$ cat src/rtl/w2u_pkg.sv
// Shared types and constants for the wide-to-UTF-8 encoder.
`default_nettype none

package w2u_pkg;

   // Source formats held in the format register.
   localparam logic [1:0] FMT_UTF16 = 2'd0;
   localparam logic [1:0] FMT_UCS2  = 2'd1;
   localparam logic [1:0] FMT_UTF32 = 2'd2;
   localparam logic [1:0] FMT_UCS4  = 2'd3;

   localparam logic [31:0] CP_REPLACEMENT = 32'h0000_FFFD;
   localparam logic [31:0] BOM_16         = 32'h0000_FEFF;
   localparam logic [31:0] BOM_16_SWAPPED = 32'h0000_FFFE;
   localparam logic [31:0] BOM_32         = 32'h0000_FEFF;
   localparam logic [31:0] BOM_32_SWAPPED = 32'hFFFE_0000;
   localparam logic [31:0] SURR_HIGH_LO   = 32'h0000_D800;
   localparam logic [31:0] SURR_HIGH_HI   = 32'h0000_DBFF;
   localparam logic [31:0] SURR_LOW_LO    = 32'h0000_DC00;
   localparam logic [31:0] SURR_LOW_HI    = 32'h0000_DFFF;
   localparam logic [31:0] SUPPLEMENTARY  = 32'h0001_0000;
   localparam logic [31:0] UNICODE_LIMIT  = 32'h0011_0000;

   localparam int QUEUE_DEPTH = 2;
   localparam int QUEUE_PTR_W = $clog2(QUEUE_DEPTH);
   localparam int QUEUE_CNT_W = $clog2(QUEUE_DEPTH + 1);

   // One code point waiting to be serialized.
   typedef struct packed {
      logic [30:0] cp;
      logic        err;
      logic [2:0]  len;
   } entry_type;

endpackage

`default_nettype wire

$ cat src/rtl/w2u_front.sv
// Front end: accepts code units, tracks string state and forms code points.
`default_nettype none

module w2u_front (
   input  wire logic                clock,
   input  wire logic                reset,
   input  wire logic                req_valid,
   output logic                     req_stall,
   input  wire logic [31:0]         req_code_unit,
   input  wire logic                req_last_unit,
   input  wire logic                csr_wr_en,
   input  wire logic [1:0]          csr_wr_data,
   input  wire logic                queue_full,
   output logic                     push,
   output w2u_pkg::entry_type       push_entry
);
   import w2u_pkg::*;

   logic [1:0]  fmt_ff, fmt_in;
   logic        at_start_ff, at_start_in;
   logic        swap_ff, swap_in;
   logic        pend_ff, pend_in;
   logic [9:0]  held_ff, held_in;

   logic        accept;
   logic        wide;
   logic [31:0] raw;
   logic        is_mark;
   logic        is_rmark;
   logic        swap_eff;
   logic        pend_eff;
   logic [31:0] u;
   logic        u_surr;
   logic        u_low;
   logic        u_high;
   logic [20:0] pair_cp;
   logic        emit_en;
   logic [31:0] cand_cp;
   logic        cand_err;
   logic        bad_cp;
   logic [30:0] final_cp;

   function automatic logic [2:0] run_length(input logic [30:0] cp);
      logic [2:0] len;
      if (cp < 31'h80) begin
         len = 3'd1;
      end else if (cp < 31'h800) begin
         len = 3'd2;
      end else if (cp < 31'h1_0000) begin
         len = 3'd3;
      end else if (cp < 31'h20_0000) begin
         len = 3'd4;
      end else if (cp < 31'h400_0000) begin
         len = 3'd5;
      end else begin
         len = 3'd6;
      end
      return len;
   endfunction

   assign req_stall = queue_full;
   assign accept    = req_valid && !queue_full;
   assign wide      = fmt_ff[1];
   assign raw       = wide ? req_code_unit : {16'h0000, req_code_unit[15:0]};
   assign is_mark   = wide ? (raw == BOM_32) : (raw == BOM_16);
   assign is_rmark  = wide ? (raw == BOM_32_SWAPPED) : (raw == BOM_16_SWAPPED);

   // The first word of a string starts with no swap and no held surrogate.
   assign swap_eff  = at_start_ff ? 1'b0 : swap_ff;
   assign pend_eff  = at_start_ff ? 1'b0 : pend_ff;

   always_comb begin
      if (!swap_eff) begin
         u = raw;
      end else if (wide) begin
         u = {raw[7:0], raw[15:8], raw[23:16], raw[31:24]};
      end else begin
         u = {16'h0000, raw[7:0], raw[15:8]};
      end
   end

   assign u_surr  = (u >= SURR_HIGH_LO) && (u <= SURR_LOW_HI);
   assign u_low   = (u >= SURR_LOW_LO) && (u <= SURR_LOW_HI);
   assign u_high  = (u >= SURR_HIGH_LO) && (u <= SURR_HIGH_HI);
   assign pair_cp = {1'b0, held_ff, u[9:0]} + SUPPLEMENTARY[20:0];

   always_comb begin
      emit_en  = 1'b1;
      cand_cp  = u;
      cand_err = 1'b0;
      held_in  = held_ff;
      pend_in  = 1'b0;
      if (fmt_ff == FMT_UTF16) begin
         if (pend_eff) begin
            if (u_low) begin
               cand_cp = {11'b0, pair_cp};
            end else begin
               cand_cp  = CP_REPLACEMENT;
               cand_err = 1'b1;
            end
         end else if (!u_surr) begin
            cand_cp = u;
         end else if (u_high && !req_last_unit) begin
            emit_en = 1'b0;
            pend_in = 1'b1;
            held_in = u[9:0];
         end else begin
            cand_cp  = CP_REPLACEMENT;
            cand_err = 1'b1;
         end
      end else if (fmt_ff == FMT_UTF32 && u >= UNICODE_LIMIT) begin
         cand_cp  = CP_REPLACEMENT;
         cand_err = 1'b1;
      end
   end

   assign bad_cp   = ((cand_cp >= SURR_HIGH_LO) && (cand_cp <= SURR_LOW_HI)) || cand_cp[31];
   assign final_cp = bad_cp ? CP_REPLACEMENT[30:0] : cand_cp[30:0];

   assign push            = accept && !(at_start_ff && (is_mark || is_rmark)) && emit_en;
   assign push_entry.cp   = final_cp;
   assign push_entry.err  = cand_err || bad_cp;
   assign push_entry.len  = run_length(final_cp);

   always_comb begin
      fmt_in      = fmt_ff;
      at_start_in = at_start_ff;
      swap_in     = swap_ff;
      if (csr_wr_en) begin
         fmt_in = csr_wr_data;
      end
      if (accept) begin
         if (at_start_ff && (is_mark || is_rmark)) begin
            at_start_in = req_last_unit;
            swap_in     = is_rmark && !req_last_unit;
         end else begin
            at_start_in = req_last_unit;
            swap_in     = swap_eff && !req_last_unit;
         end
      end
   end

   always_ff @(posedge clock) begin
      if (reset) begin
         fmt_ff      <= FMT_UTF16;
         at_start_ff <= 1'b1;
         swap_ff     <= 1'b0;
         pend_ff     <= 1'b0;
      end else begin
         fmt_ff      <= fmt_in;
         at_start_ff <= at_start_in;
         swap_ff     <= swap_in;
         if (csr_wr_en) begin
            pend_ff <= 1'b0;
         end else if (accept) begin
            // A mark drops the word; a last word closes the string.
            pend_ff <= (at_start_ff && (is_mark || is_rmark)) ? 1'b0
                                                                : (pend_in && !req_last_unit);
         end
      end
   end

   always_ff @(posedge clock) begin
      if (accept) begin
         held_ff <= held_in;
      end
   end

endmodule

`default_nettype wire

$ cat src/rtl/w2u_queue.sv
// Short queue of code points between the front end and the byte serializer.
`default_nettype none

module w2u_queue (
   input  wire logic                clock,
   input  wire logic                reset,
   input  wire logic                push,
   input  wire w2u_pkg::entry_type  push_entry,
   input  wire logic                pop,
   output w2u_pkg::entry_type       head_entry,
   output logic                     not_empty,
   output logic                     full
);
   import w2u_pkg::*;

   entry_type              mem_ff [QUEUE_DEPTH];
   logic [QUEUE_PTR_W-1:0] head_ff, head_in;
   logic [QUEUE_CNT_W-1:0] count_ff, count_in;
   logic [QUEUE_PTR_W-1:0] tail;

   assign tail       = head_ff + count_ff[QUEUE_PTR_W-1:0];
   assign head_entry = mem_ff[head_ff];
   assign not_empty  = (count_ff != '0);
   assign full       = (count_ff == QUEUE_CNT_W'(QUEUE_DEPTH));

   always_comb begin
      head_in  = pop ? head_ff + QUEUE_PTR_W'(1) : head_ff;
      count_in = count_ff;
      if (push && !pop) begin
         count_in = count_ff + QUEUE_CNT_W'(1);
      end else if (pop && !push) begin
         count_in = count_ff - QUEUE_CNT_W'(1);
      end
   end

   always_ff @(posedge clock) begin
      if (reset) begin
         head_ff  <= '0;
         count_ff <= '0;
      end else begin
         head_ff  <= head_in;
         count_ff <= count_in;
      end
   end

   always_ff @(posedge clock) begin
      if (push) begin
         mem_ff[tail] <= push_entry;
      end
   end

endmodule

`default_nettype wire

$ cat src/rtl/w2u_back.sv
// Back end: serializes one code point into its UTF-8 byte run.
`default_nettype none

module w2u_back (
   input  wire logic                clock,
   input  wire logic                reset,
   input  wire w2u_pkg::entry_type  head_entry,
   input  wire logic                not_empty,
   output logic                     pop,
   output logic                     rsp_valid,
   input  wire logic                rsp_stall,
   output logic [7:0]               rsp_out_byte,
   output logic                     rsp_last_of_run,
   output logic                     rsp_replacement_error
);
   import w2u_pkg::*;

   entry_type   cur_ff, cur_in;
   logic [2:0]  rem_ff, rem_in;
   logic        valid_ff, valid_in;

   logic        take;
   logic        need_load;
   logic [35:0] cp_wide;
   logic [5:0]  chunk;

   assign take      = valid_ff && !rsp_stall;
   assign need_load = !valid_ff || (take && rem_ff == 3'd1);
   assign pop       = need_load && not_empty;

   always_comb begin
      valid_in = need_load ? not_empty : valid_ff;
      cur_in   = pop ? head_entry : cur_ff;
      if (pop) begin
         rem_in = head_entry.len;
      end else if (take) begin
         rem_in = rem_ff - 3'd1;
      end else begin
         rem_in = rem_ff;
      end
   end

   // The remaining byte count picks which six bits go out next.
   assign cp_wide = {5'b0, cur_ff.cp};

   always_comb begin
      unique case (rem_ff)
         3'd1:    chunk = cp_wide[5:0];
         3'd2:    chunk = cp_wide[11:6];
         3'd3:    chunk = cp_wide[17:12];
         3'd4:    chunk = cp_wide[23:18];
         3'd5:    chunk = cp_wide[29:24];
         3'd6:    chunk = cp_wide[35:30];
         default: chunk = 6'b0;
      endcase
   end

   always_comb begin
      if (rem_ff != cur_ff.len) begin
         rsp_out_byte = {2'b10, chunk};
      end else begin
         unique case (cur_ff.len)
            3'd1:    rsp_out_byte = {1'b0, cur_ff.cp[6:0]};
            3'd2:    rsp_out_byte = {3'b110, chunk[4:0]};
            3'd3:    rsp_out_byte = {4'b1110, chunk[3:0]};
            3'd4:    rsp_out_byte = {5'b11110, chunk[2:0]};
            3'd5:    rsp_out_byte = {6'b111110, chunk[1:0]};
            3'd6:    rsp_out_byte = {7'b1111110, chunk[0]};
            default: rsp_out_byte = 8'h00;
         endcase
      end
   end

   assign rsp_valid             = valid_ff;
   assign rsp_last_of_run       = (rem_ff == 3'd1);
   assign rsp_replacement_error = cur_ff.err;

   always_ff @(posedge clock) begin
      if (reset) begin
         valid_ff <= 1'b0;
      end else begin
         valid_ff <= valid_in;
      end
   end

   always_ff @(posedge clock) begin
      cur_ff <= cur_in;
      rem_ff <= rem_in;
   end

endmodule

`default_nettype wire

$ cat src/rtl/wide_to_utf8_encoder.sv
// Top level of the UTF-16/UCS-2/UTF-32/UCS-4 to UTF-8 encoder.
// Path: with the serializer idle, an accepted word is written into the queue, then loaded
// into the serializer register, which presents its first byte on the output.
// Throughput: one word per cycle while runs are one byte and rsp_stall is low; the
// serializer sends one byte per cycle unless stalled and reloads on a run's last byte.
// The two-entry queue between front end and serializer sets when req_stall rises.
// Reset (synchronous) selects UTF-16, starts a new string and empties the queue.
`default_nettype none

module wide_to_utf8_encoder (
   input  wire logic        clock,
   input  wire logic        reset,
   input  wire logic        req_valid,
   output logic             req_stall,
   input  wire logic [31:0] req_code_unit,
   input  wire logic        req_last_unit,
   output logic             rsp_valid,
   input  wire logic        rsp_stall,
   output logic [7:0]       rsp_out_byte,
   output logic             rsp_last_of_run,
   output logic             rsp_replacement_error,
   input  wire logic        csr_wr_en,
   input  wire logic [1:0]  csr_wr_data
);
   import w2u_pkg::*;

   logic      queue_full;
   logic      push;
   entry_type push_entry;
   logic      pop;
   entry_type head_entry;
   logic      not_empty;

   w2u_front u_front (
      .clock         (clock),
      .reset         (reset),
      .req_valid     (req_valid),
      .req_stall     (req_stall),
      .req_code_unit (req_code_unit),
      .req_last_unit (req_last_unit),
      .csr_wr_en     (csr_wr_en),
      .csr_wr_data   (csr_wr_data),
      .queue_full    (queue_full),
      .push          (push),
      .push_entry    (push_entry)
   );

   w2u_queue u_queue (
      .clock      (clock),
      .reset      (reset),
      .push       (push),
      .push_entry (push_entry),
      .pop        (pop),
      .head_entry (head_entry),
      .not_empty  (not_empty),
      .full       (queue_full)
   );

   w2u_back u_back (
      .clock                 (clock),
      .reset                 (reset),
      .head_entry            (head_entry),
      .not_empty             (not_empty),
      .pop                   (pop),
      .rsp_valid             (rsp_valid),
      .rsp_stall             (rsp_stall),
      .rsp_out_byte          (rsp_out_byte),
      .rsp_last_of_run       (rsp_last_of_run),
      .rsp_replacement_error (rsp_replacement_error)
   );

endmodule

`default_nettype wire

$ cat config.mk
export PLATFORM = sky130hd
export DESIGN_NAME = wide_to_utf8_encoder
export DESIGN_NICKNAME = d
export VERILOG_FILES = /design/src/rtl/w2u_pkg.sv /design/src/rtl/w2u_front.sv /design/src/rtl/w2u_queue.sv /design/src/rtl/w2u_back.sv /design/src/rtl/wide_to_utf8_encoder.sv
export SDC_FILE = /design/constraint.sdc
export NUM_CORES = 1
export LEC_CHECK = 0
export ABC_CLOCK_PERIOD_IN_PS = 4600
export BUFFER_PORTS_ARGS = -buffer_cell sky130_fd_sc_hd__clkbuf_2
export CORE_ASPECT_RATIO = 0.75
export CORE_MARGIN = 2
export CORE_UTILIZATION = 55
export DETAILED_ROUTE_END_ITERATION = 12
export HOLD_SLACK_MARGIN = 0.03
export PLACE_DENSITY = 0.77
export REMOVE_ABC_BUFFERS = 1
export SYNTH_ARGS = -nofsm -noshare
export SYNTH_HDL_FRONTEND = slang
export SYNTH_SLANG_ARGS = --single-unit
$ cat constraint.sdc
create_clock -name clock -period 4.6 [get_ports clock]
set_input_delay 0.92 -clock clock [delete_from_list [all_inputs] [get_ports clock]]
set_output_delay 0.92 -clock clock [all_outputs]
set_load 0.005 [all_outputs]
* Yosys cells after proc, flatten, opt, wreduce, memory -nomap -nowiden
Memory sizes are Yosys's and may differ from the RTL's. A register that Yosys moved wholly into a read port is not among the register bits. Cells that the tools add are included.
Cells by class: add/subtract/negate cells 6, $mul 0, divide/modulo/power cells 0, $lt $le $gt $ge 12, equal/unequal tests 18, shift-type cells 0, muxes and demuxes 44, bitwise logic cells 1, reduce and logical (&&, ||, !) cells 35
Operator list (number):
- $mux 32 | 8
- $ge 32x16->1 const B | 3
- $le 32x16->1 const B | 3
- $eq 32x16->1 const B | 2
- $pmux 8 s6 | 1
- $pmux 6 s6 | 1
- $eq 32x32->1 const B | 1
- $ge 32x21->1 const B | 1
- $lt 31x12->1 const B | 1
- $lt 31x17->1 const B | 1
- $lt 31x22->1 const B | 1
- $lt 31x27->1 const B | 1
- $lt 31x8->1 const B | 1
- $mux 31 | 1
- $mux 1 | 22
- $add 20x17->21 const B | 1
- $mux 21 | 1
- $eq 3x3->1 const B | 6
- $logic_and 1x1->1 | 18
- $mux 3 | 6
- $eq 3x2->1 const B | 4
- $mux 8 | 1
- $logic_not 1->1 | 7
- $eq 3x1->1 const B | 2
- 14 further kinds | 22
Word-level totals: register bits after elaboration 57, latch bits 0, bits in writable memories 70, memory bits (read-only) 0, output and inout port bits 12, memories kept 1
Memories:
- u_queue.mem_ff | depth 2, width 35, read ports 1, clocked after Yosys merged registers in 1, wr ports 1, RTL line w2u_queue.sv:16 | entry_type mem_ff [QUEUE_DEPTH];

* Longest topological paths before layout
depth in word-level cells 20, depth in mapped cells 17, gate-level depth less buffers 15

* Cells and area by module
A second synthesis with hierarchy kept.
Second synthesis, totals: cells, all modules 583, area, all modules 7026.7 um^2
Modules (own cells, without submodules):
- w2u_queue | times used 1, cells each 130, area an instance 2703.8 um^2, seq. area each 2182.1 um^2
- w2u_front | times used 1, cells each 320, area an instance 2529.9 um^2, seq. area each 400.4 um^2
- w2u_back | times used 1, cells each 133, area an instance 1793.0 um^2, seq. area each 1161.1 um^2

* Worst setup path after synthesis
OpenSTA, ideal clock, no wires.
path type input port to flip-flop, from in req_code_unit[8], to mem u_queue.mem_ff[0][0] in the netlist's numbering, enable pin, library setup time 431 ps, arrival 4287 ps, setup slack -118 ps, stages 11, path buffers 0, cells stage by stage ha_1 and3b_1 a31oi_1 nand4_1 or4_1 nor3_1 or4_1 o21ai_0 nand3b_1 nand2b_1 nor2b_1
On the way: longest elaborated chain between the ends 13
RTL lines:
- from (decl) | RTL line wide_to_utf8_encoder.sv:15 | input wire logic [31:0] req_code_unit,
- $mux 32 * | RTL line w2u_front.sv:64 | assign raw = wide ? req_code_unit : {16'h0000, req_code_unit[15:0]};
- $mux 32 | RTL line w2u_front.sv:75 | end else if (wide) begin
- $mux 32 | RTL line w2u_front.sv:73 | if (!swap_eff) begin
- $ge 32x16->1 or $le 32x16->1 (tied branches) | RTL line w2u_front.sv:82, w2u_front.sv:84
- $logic_and 1x1->1 | RTL line w2u_front.sv:84 | assign u_high = (u >= SURR_HIGH_LO) && (u <= SURR_HIGH_HI);
- $logic_and 1x1->1 | RTL line w2u_front.sv:103 | end else if (u_high && !req_last_unit) begin
- $mux 1 | RTL line w2u_front.sv:103
- $mux 1 | RTL line w2u_front.sv:101 | end else if (!u_surr) begin
- $mux 1 | RTL line w2u_front.sv:94 | if (pend_eff) begin
- $mux 1 | RTL line w2u_front.sv:93 | if (fmt_ff == FMT_UTF16) begin
- $logic_and 1x1->1 * | RTL line w2u_front.sv:120 | assign push = accept && !(at_start_ff && (is_mark || is_rmark)) && emit_en;
- $mux 1 * | RTL line w2u_queue.sv:47 | if (push) begin
- $mux 1 (not written as such) * | RTL line w2u_queue.sv:48 | mem_ff[tail] <= push_entry;
- to (decl) | RTL line w2u_queue.sv:16
Mark *: on every way between the ends. The rest lies on a longest branch, timed or not.

==> results.yml <==
floorplanning:
  die_h_um: 101
  ioPinCount: 52
  die_x_um: 134
  rows: 35
  start_util: 0.563
  dieArea_mm2: 0.0135
  core-area_mm2: 0.0123
synthesis:
  synth_top_cells_by_count: "118 x edfxtp_1, 62 x mux2_2, 47 x nor2_1, 42 x nand2_1, 24 x inv_1"
  synth_most_common_cell: "edfxtp_1"
  syn_area_per_cell_um2: 11.9
  synthDistinctLibCells: 65
  synth_seq_cells: 128
  async_flop_share: 0
  seq_area_frac_synth: 0.540
  syn_inst: 584
  synth_edf_count: 118
  syn-cell-area_mm2: 0.00693
  ys_top_cells_by_area: "edfxtp_1 51%, mux2_2 10%, ha_1 4.2%"
  yosys.area.top_type_share: 0.511
  ys.flop_type: "edfxtp_1"
  yosys_warnings: 0
  netlist.top_cell.by_area: "edfxtp_1"
critical_path:
  criticalPathCategory: "register to register"
  crit_arrival_ps: 4600
  end_kind: "register"
  cp_max_fo: 38
  reg2reg_slack_ps: 200
  cp.required_ps: 4810
  cp-start-kind: "register"
placed_design:
  dpl-instance-area_mm2: 0.00758
  place.port_buffers: 51
  gp_congestion: 0.961
  place_hpwl_um: 13200
  dp_slack_ps: -123
global_route:
  grt_overflow: 0
  antenna_found_initial: 0
  grt_pass1_wl_um: 28100
  track_usage: 0.279
  grt_pass1_vias: 5126
  grt_max_degree: 39
route:
  vias_per_cell: 6.21
  first_pass_iters: 5
  drt_iter0_drc: 632
  num_vias: 5252
  wl_per_cell_um: 21.2
  ant_nets: 0
  wirelength_um: 17900
  remaining_drc_errors: 0
clock_tree:
  cts_sinks: 128
  cts-root-buf: "clkbuf_16"
  cts_tree: "yes"
  cts_buffers: 17
  ctsLongestPathBuffers: 2
  cts_resized: 0
  clock_latency_ps: 410
  htreeDepth: 4
  post_cts.repair.setup_buffers: 0
  clkTransAtPathRegs_ps: 60
  cts-hold-fix-buffers: 0
status:
  outcome: "complete, no violations"
timing:
  tightest_slew_ps: 919
  slew_headroom: 0.381
  drv_slew: 0
  max_clock_freq_mhz: 228
  hold_violations: 0
  rsz0062_at_grt: "no"
  setup_ws_ps: 205
  clock_skew_ps: 10.5
  fin_crit_sh: 0.956
  finalSetupViolations: 0
  fin_crit_ps: 4400
finish:
  syn_to_final_growth_pct: 17.8
  finalNetCount: 730
  antennaDiodeCount: 0
  fin_area_mm2: 0.00816
  drive_above_1_share: 0.290
power_and_ir_drop:
  vdd_drop_max_mv: 0.302
  power_leakage_nw: 3.21
  power_density_mw_per_mm2: 574
hold_path:
  hp-class: "register to register"
flow_run:
  cap_violations: 0
## flip-flops by register name, indices dropped and copies added (netlist names), named ones only
signal / count
u_back.cp_wide: 31
u_queue.count_ff: 2
u_back.rem_ff: 3
u_front.pend_ff: 1
u_back.cur_ff: 3
u_front.at_start_ff: 1
u_back.rsp_valid: 1
u_queue.head_ff: 1
u_back.rsp_replacement_error: 1
u_front.held_ff: 10
u_front.fmt_ff: 2
u_queue.mem_ff: 70
u_front.swap_ff: 1
## logic make-up (layout without fill, tap and decap cells)
kind of cell / after synthesis / in the layout / synth area share
simple gates: 189 / 189 / 0.144
xor+xnor: 11 / 11 / 0.0139
mux: 80 / 80 / 0.128
flops: 128 / 128 / 0.540
compound gates: 101 / 101 / 0.0990
fa+ha+maj: 23 / 23 / 0.0415
buf+inv: 52 / 148 / 0.0332
## worst max-delay path, stage by stage, from the launching register on
cell	delay [ps]
dfxtp_2	550
ha_1	300
and3b_1	170
a31oi_1	240
nand4_1	200
or4_1	610
or4_1	560
or3b_1	460
o211a_1	250
a31oi_2	170
buf_4	150
nand3_2	180
a21oi_1	330
## routing by layer
layer | wire, um | track usage | share of wire | vias to the layer above
li1 | - | - | - | 2413
met1 | 8180 | 0.398 | 0.46 | 2533
met2 | 8240 | 0.445 | 0.46 | 279
met3 | 1200 | 0.0455 | 0.067 | 27
met4 | 320 | 0.0859 | 0.018 | 0
met5 | 0 | 0 | 0 | -
## path summary, 6_finish.rpt
check / startpoint / endpoint / cells past startpoint
setup reg to reg: u_front.fmt_ff[1] / u_queue.mem_ff[0][25] / 12
setup / recovery: u_front.fmt_ff[1] / u_queue.mem_ff[0][25] / 12
hold / removal: u_queue.count_ff[1] / u_queue.count_ff[1] / 2
hold reg to reg: u_queue.count_ff[1] / u_queue.count_ff[1] / 2
## stage by stage
stage           util  power (W)  instances  hold slack, ps  TNS [ps]
2_1_floorplan      -    0.00285        557             470    -14720
3_3_place_gp   0.616    0.00330        814             501      -244
3_5_place_dp   0.616    0.00336        814             508      -513
4_1_cts        0.663    0.00471        846             520         0
5_1_grt        0.663    0.00492        846             539         0
6_report       0.663    0.00469        846             519         0
## cell type report
class                   instances  area (um^2)
clock inverters                15          163
multi-input cells             404         2960
inverters                      25         96.3
fillers                       924         4140
clock buffers                  17          425
flip-flops and latches        128         3740
repair buffers                 91          568
well taps                     166          208
## layout by cell type, fill, tap and decap left out, types with 12 or more instances in the layout
master / n
inv_1: 24
nand2_1: 42
a21oi_1: 14
edfxtp_1: 118
ha_1: 23
mux2_2: 62
nor3_1: 12
mux2i_1: 16
o21ai_0: 22
nor2_1: 46
clkbuf_16: 17
clkbuf_2: 51
nand4_1: 15
buf_4: 39
## power breakdown
group          internal, W  switching [W]  total, W
registers          0.00179       0.000205   0.00200
clock network     0.000772       0.000549   0.00132
logic             0.000596       0.000774   0.00137
(Power assumes the default switching activity.)
